[src/rtl/bis_pkg.sv]
package bis_pkg;

   // Frame store geometry. The store is split into four banks by row and
   // column parity so that the four neighbors of a sample are read at once.
   localparam int MAX_WIDTH  = 256;
   localparam int MAX_HEIGHT = 256;
   localparam int COL_W      = $clog2(MAX_WIDTH);
   localparam int ROW_W      = $clog2(MAX_HEIGHT);
   localparam int NUM_BANKS  = 4;
   localparam int BANK_SEL_W = 2;
   localparam int BANK_DEPTH = (MAX_WIDTH / 2) * (MAX_HEIGHT / 2);
   localparam int BANK_AW    = (COL_W - 1) + (ROW_W - 1);

   // Field widths.
   localparam int PIX_W     = 32;
   localparam int NUM_CH    = 4;
   localparam int CH_W      = 8;
   localparam int SRC_CRD_W = 8;
   localparam int DST_CRD_W = 12;
   localparam int STEP_W    = 24;
   localparam int SIZE_W    = 9;
   localparam int NCH_W     = 3;
   localparam int POS_W     = DST_CRD_W + STEP_W;
   localparam int FRAC_LSB  = 8;
   localparam int INT_LSB   = 16;
   localparam int IP_W      = POS_W - INT_LSB;
   localparam int FRAC_W    = 8;
   localparam int WGT_W     = FRAC_W + 1;
   localparam int BLEND_W   = 2 * CH_W;

   // Configuration port.
   localparam int CSR_IDX_W  = 3;
   localparam int CSR_DATA_W = 24;

   typedef enum logic [CSR_IDX_W-1:0] {
      CSR_SRC_WIDTH  = 3'd0,
      CSR_SRC_HEIGHT = 3'd1,
      CSR_CHANNELS   = 3'd2,
      CSR_X_STEP     = 3'd3,
      CSR_Y_STEP     = 3'd4
   } csr_index_type;

   typedef enum logic {
      OP_LOAD   = 1'b0,
      OP_SAMPLE = 1'b1
   } op_type;

   // The four neighbors of one sample: near/far column by near/far row.
   typedef struct packed {
      logic [PIX_W-1:0] p00;
      logic [PIX_W-1:0] p10;
      logic [PIX_W-1:0] p01;
      logic [PIX_W-1:0] p11;
   } quad_type;

endpackage

[src/rtl/bis_blend.sv]
module bis_blend
   import bis_pkg::*;
(
   input  logic              clock,
   input  logic              advance,
   input  quad_type          quad,
   input  logic [FRAC_W-1:0] fx,
   input  logic [FRAC_W-1:0] fy,
   input  logic [NUM_CH-1:0] ch_en,
   output logic [PIX_W-1:0]  pixel
);

   logic [BLEND_W-1:0] top_in [NUM_CH];
   logic [BLEND_W-1:0] bot_in [NUM_CH];
   logic [BLEND_W-1:0] top_ff [NUM_CH];
   logic [BLEND_W-1:0] bot_ff [NUM_CH];
   logic [FRAC_W-1:0]  fy_ff;
   logic [PIX_W-1:0]   pixel_in;
   logic [PIX_W-1:0]   pixel_ff;
   logic [WGT_W-1:0]   wx_near;
   logic [WGT_W-1:0]   wy_near;

   // Horizontal pass: blend near and far column within each row.
   always_comb begin
      wx_near = WGT_W'(1 << FRAC_W) - {1'b0, fx};
      for (int c = 0; c < NUM_CH; c++) begin
         top_in[c] = BLEND_W'((BLEND_W + 1)'(quad.p00[c*CH_W +: CH_W]) * (BLEND_W + 1)'(wx_near)
                            + (BLEND_W + 1)'(quad.p10[c*CH_W +: CH_W]) * (BLEND_W + 1)'(fx));
         bot_in[c] = BLEND_W'((BLEND_W + 1)'(quad.p01[c*CH_W +: CH_W]) * (BLEND_W + 1)'(wx_near)
                            + (BLEND_W + 1)'(quad.p11[c*CH_W +: CH_W]) * (BLEND_W + 1)'(fx));
      end
   end

   // Vertical pass; the sum never exceeds 255 after dropping 16 fraction bits.
   always_comb begin
      logic [BLEND_W+WGT_W-1:0] acc;
      wy_near  = WGT_W'(1 << FRAC_W) - {1'b0, fy_ff};
      pixel_in = '0;
      for (int c = 0; c < NUM_CH; c++) begin
         acc = (BLEND_W + WGT_W)'(top_ff[c]) * (BLEND_W + WGT_W)'(wy_near)
             + (BLEND_W + WGT_W)'(bot_ff[c]) * (BLEND_W + WGT_W)'(fy_ff);
         if (ch_en[c]) begin
            pixel_in[c*CH_W +: CH_W] = acc[2*FRAC_W +: CH_W];
         end
      end
   end

   always_ff @(posedge clock) begin
      if (advance) begin
         for (int c = 0; c < NUM_CH; c++) begin
            top_ff[c] <= top_in[c];
            bot_ff[c] <= bot_in[c];
         end
         fy_ff    <= fy;
         pixel_ff <= pixel_in;
      end
   end

   assign pixel = pixel_ff;

endmodule
[config.mk]
export PLATFORM = sky130hd
export DESIGN_NAME = bis_blend
export DESIGN_NICKNAME = d
export VERILOG_FILES = /design/src/rtl/bis_pkg.sv /design/src/rtl/bis_blend.sv
export SDC_FILE = /design/constraint.sdc
export NUM_CORES = 2
export LEC_CHECK = 0
export BUFFER_PORTS_ARGS = -buffer_cell sky130_fd_sc_hd__buf_2
export CAP_MARGIN = 0
export CORE_UTILIZATION = 60
export CTS_CLUSTER_DIAMETER = 120
export CTS_CLUSTER_SIZE = 28
export DETAILED_ROUTE_END_ITERATION = 8
export MAX_ROUTING_LAYER = met4
export PLACE_DENSITY = 0.83
export SKIP_CTS_REPAIR_TIMING = 1
export SLEW_MARGIN = 20
export SYNTH_ARGS = -nofsm -noshare
export SYNTH_HDL_FRONTEND = slang
export SYNTH_SLANG_ARGS = --single-unit
export TNS_END_PERCENT = 20
[constraint.sdc]
create_clock -name clock -period 6.9 [get_ports clock]
set_clock_uncertainty 0.2 [all_clocks]
set_input_delay 0.69 -clock clock [delete_from_list [all_inputs] [get_ports clock]]
set_output_delay 0.69 -clock clock [all_outputs]
set_load 0.1 [all_outputs]
Word-level counts from Yosys, hierarchy flattened
Memory sizes are Yosys's and may differ from the RTL's.
Cells that the tools add are included.
{ "classes": {"n_mux": 2, "addsub": 14, "multipliers": 24} }
{ "op_table": {"columns": ["operator", "n"], "rows": [
  ["16-bit adder", 8],
  ["8-bit by 8-bit multiplier with 16-bit output", 8],
  ["8-bit by 9-bit multiplier with 16-bit output", 8],
  ["24-bit adder", 4],
  ["16-bit by 8-bit multiplier with 24-bit output", 4],
  ["16-bit by 9-bit multiplier with 24-bit output", 4],
  ["9-bit by 8-bit subtractor with 9-bit output (first input constant)", 2],
  ["1-bit 2-to-1 mux", 2]
]} }
{ "word_totals": {"out_inout_bits": 32, "regBits": 40, "ramBits": 128, "wordCells": 47, "memories": 2} }
{ "memory_table": {"columns": ["name", "depth", "width", "rd", "rd_ports_with_merged_regs", "wr", "line", "source"], "rows": [
  ["bot_ff", 4, 16, 4, 0, 4, "bis_blend.sv:16", "logic [BLEND_W-1:0] bot_ff [NUM_CH];"],
  ["top_ff", 4, 16, 4, 0, 4, "bis_blend.sv:15", "logic [BLEND_W-1:0] top_ff [NUM_CH];"]
]} }

Depth between registers and ports, before layout
{ "depth": {"word_depth": 3, "mapped_depth": 28, "ltp_nobuf": 26} }

Worst setup path after synthesis
No wires, ideal clock.
{ "synth_timing": {"path_kind": "input-to-reg", "startpoint": "input port fx[0]", "endpoint": "memory top_ff[1][15] (netlist bit), data pin", "t_required_ns": 6.440, "arrival_time_ns": 6.953, "setup_ns": 0.260, "n_path_buf": 2, "slack_ns": -0.513, "path_stages": 25, "cell_sequence": "inv_1 ha_1 nand2_1 or3_1 nor3_2 clkbuf_1 clkbuf_1 nand2_1 fa_1 fa_1 inv_1 fa_1 fa_1 fa_1 inv_1 fa_1 inv_1 ha_1 and2_1 o21ai_0 o31ai_1 or4_1 a31o_1 a21oi_2 xnor2_1"} }
{ "synth_rtl": {"columns": ["item", "line", "source"], "rows": [
  ["start: declaration", "bis_blend.sv:7", "input logic [FRAC_W-1:0] fx,"],
  ["end: declaration", "bis_blend.sv:15", null]
]} }

Worst setup path after layout
{ "layout_timing": {"startpoint": "register fy_ff[2]", "endpoint": "register pixel_ff[14], in the netlist pixel[14], data pin"} }
{ "layout_between": {"elab_chain_len": 3} }
{ "layout_rtl": {"columns": ["item", "line", "source"], "rows": [
  ["start: declaration", "bis_blend.sv:17", "logic [FRAC_W-1:0] fy_ff;"],
  ["start signal: assignment", "bis_blend.sv:54", "fy_ff <= fy;"],
  ["9-bit by 8-bit subtractor with 9-bit output", "bis_blend.sv:37", "wy_near = WGT_W'(1 << FRAC_W) - {1'b0, fy_ff};"],
  ["16-bit by 9-bit multiplier with 24-bit output", "bis_blend.sv:40", "acc = (BLEND_W + WGT_W)'(top_ff[c]) * (BLEND_W + WGT_W)'(wy_near)"],
  ["24-bit adder *", "bis_blend.sv:41", "+ (BLEND_W + WGT_W)'(bot_ff[c]) * (BLEND_W + WGT_W)'(fy_ff);"],
  ["end signal: assignment", "bis_blend.sv:55", "pixel_ff <= pixel_in;"],
  ["end: declaration", "bis_blend.sv:19", "logic [PIX_W-1:0] pixel_ff;"]
]} }
Mark *: on every way between the ends. The rest lies on a longest branch, timed or not.
A chain may end at the register's enable or synchronous reset.

==> summary.txt <==
Place
  – Port bufs: 181
  – Dpl cell area: 79,600 sq um
  – Hpwl dp: 155 mm
  – GPL Wtd Cong: 0.953

Final layout
  – Area Overhead vs Synth: 8.64%
  – Share of cells above drive strength 1: 0.0843
  – Nets@finish: 11,000
  – Multi-input logic area: 60,500 sq um
  – Final core area utilization: 0.661
  – Post-route cell area: 81,000 sq um
  – Sequential cell area: 5040 sq um
  – Fillers: 9,178

Timing
  – Final setup fails: 22
  – Final hold violations: 0
  – Worst slew pin tran: 884 ps
  – Max Freq: 0.139 GHz
  – RSZ-0062 raised after global routing: yes
  – Post-route clock period utilization: 1.04
  – Setup WS post-layout: -282 ps
  – Min Tclk post-route: 7180 ps
  – Max-slew violation count: 0
  – Relative slew slack: 0.410

Critical path
  – Most frequent CP cell: fa_1
  – Setup CP Type: flip-flop to flip-flop
  – Critical Path Start Type: flip-flop
  – Slowest CP cell: fa_1
  – CP Launch Point: fy_ff[2]
  – Crit. End Element: flip-flop
  – Max FO, Critical Path: 7
  – Worst path required time: 6980 ps
  – R2R depth: 26
  – Worst path arrival time: 7260 ps
  – Buf/Inv on CP: 7
  – Critical path's top delay family: adder cells
  – FF-to-FF Start: fy_ff[2]
  – CP max stage delay: 610 ps
  – Reg2reg setup slack: -280 ps
  – Worst R2R End: pixel[14]

Logic synthesis
  – Most frequent cell after synthesis: inv_1
  – Distinct cells, synth: 65
  – Syn nets: 10,800
  – Sequential area share after synthesis: 0.0677
  – Area of the mapped netlist: 74,500 sq um
  – Synth Instances: 8,149
  – #FFs+latches synth: 168
  – Top FF cell, synth: edfxtp_1
  – Share of the synthesized area in the top cell type: 0.453
  – Post-synth EDFFs: 168
  – Synth top cells by count: inv_1 (2,238), fa_1 (1,688), and2_1 (1,170)
  – Mean Syn Cell Area: 9.15 sq um
  – Number of synthesis warnings: 0
  – Synth area leader: fa_1
  – Top cells by area, synth: fa_1 (45%), ha_1 (13%), inv_1 (11%)
  – FFs w/ async S/R, synth: 0

Global route
  – M3 GR Usage: 0.0491
  – Vias in the first global route: 60,500
  – GR Util met2: 0.515
  – GR peak layer: met2
  – GR Util met1: 0.411
  – Pin count of the biggest net entering global routing: 129
  – Initial antenna violation count: 24
  – First-pass GRT wire length: 307 mm
  – GRT Residual Overflow: 0
  – GR Util All Layers: 0.318

Clocking
  – H-tree levels: 4
  – CTS sink cnt: 168
  – CTS tree: yes
  – Num CTS Buffers: 17
  – Clock slew at reported path FFs: 90 ps
  – Root buf cell: clkbuf_16
  – Clk Latency, worst-skew pair: 530 ps
  – Maximum buffer depth of the clock tree: 2

Floorplanning
  – Vert. Die Dim: 354 um
  – Die width: 354 um
  – Core ar.: 123,000 sq um
  – Starting Density: 0.608
  – Die area: 126,000 sq um
  – # rows: 128
  – Top-Level Pins: 182

Hold path
  – HP Class: input port to flip-flop
  – Hold Path Cell Cnt: 1
  – WHS Endpoint: fy_ff[6]
  – Worst hold start: fy[6]

Status
  – Status: complete, but fails checks
  – Violated checks: setup timing

Route
  – WL final: 187 mm
  – Final ANT Viol Nets: 0
  – Vias post-DR: 54,900
  – Routed wire per std cell: 18.5 um
  – Via density per instance: 5.45
  – 1st-pass router iterations: 6
  – Detailed-route DRC error count: 0
  – Initial drt markers: 4,198

Flow run
  – Max cap viols: 0
## routing by layer
layer / vias to the layer above / part of all wire
met5: - / 0
met4: 0 / 0.034
met3: 465 / 0.088
met2: 2477 / 0.49
met1: 28000 / 0.39
li1: 24000 / -
## flip-flops by register name, summed over array words and instances (netlist names)
name and cells:
fy_ff 8, top_ff 64, pixel 32, bot_ff 64
## logic make-up (layout without fill, tap and decap cells)
logic type / after synthesis / in the layout / synth area share
other cells: 0 / 26 / 0
buf+inv: 2556 / 2833 / 0.129
flops: 168 / 168 / 0.0677
mux: 2 / 2 / 0.000269
xor+xnor: 213 / 213 / 0.0250
compound gates: 265 / 265 / 0.0236
simple gates: 2459 / 2459 / 0.167
fa+ha+maj: 2486 / 2486 / 0.587
## layout by cell type, fill, tap and decap left out, drive strengths merged, types with 9 or more instances in the layout
cell type and n:
o21bai 12, xnor2 157, diode 26, buf 561
a21o 32, nand3 37, nand2 1077, fa 1688
xor2 56, and3 11, inv 2244, nor3 45
or3 11, nor2b 18, nor2 55, ha 798
a41oi 10, o211ai 10, edfxtp 168, o21ai 41
clkbuf 19, or2 9, and2 1170, a21oi 97
a31oi 12
## final cells by class
| cell class | instances | share of cell area |
|---|---|---|
| antenna | 26 | 0.000803 |
| multi-input combinational | 5425 | 0.748 |
| sequential | 168 | 0.0623 |
| inverter | 2238 | 0.104 |
| clock buffer | 17 | 0.00525 |
| tap | 1625 | 0.0251 |
| timing repair buffer | 563 | 0.0532 |
| clock inverter | 15 | 0.00205 |
## worst max path at each step
stage	end	slack (ps)	cells past startpoint
finish	pixel[14]	-280	26
detailed placement	pixel[7]	-550	24
CTS	pixel[15]	-570	25
global placement	pixel[23]	-370	25
global route	pixel[30]	-560	27
floorplan	top_ff[1][15]	-100	25
## stage by stage
stage	hold slack [ps]	setup TNS, ps	worst slack, ps	instances
2_1_floorplan	589	-488	-96.9	8149
3_3_place_gp	670	-11160	-366	10000
3_5_place_dp	669	-21240	-552	10000
4_1_cts	102	-11730	-570	10000
5_1_grt	122	-12500	-565	10100
6_report	131	-3550	-282	10100
## worst reg2reg max path, cell delays in order, from the launching register on
cell and delay (ps):
edfxtp_1 450, nor3_4 280, nand3b_1 160, buf_4 170, nor3_4 220, buf_6 140
buf_12 130, buf_6 110, nand2_2 50, fa_1 550, inv_1 50, fa_1 460
fa_1 610, fa_1 440, fa_1 510, inv_2 40, fa_1 470, inv_1 60
ha_4 210, a21o_1 170, a21o_1 210, a2111oi_4 320, o21ai_2 160, a31o_2 290
a21oi_2 190, o211ai_1 100, and3b_1 180
Power is left out: the tool's default activity adds up to more than one toggle a clock period on the data nets, which glitch-free logic cannot reach.
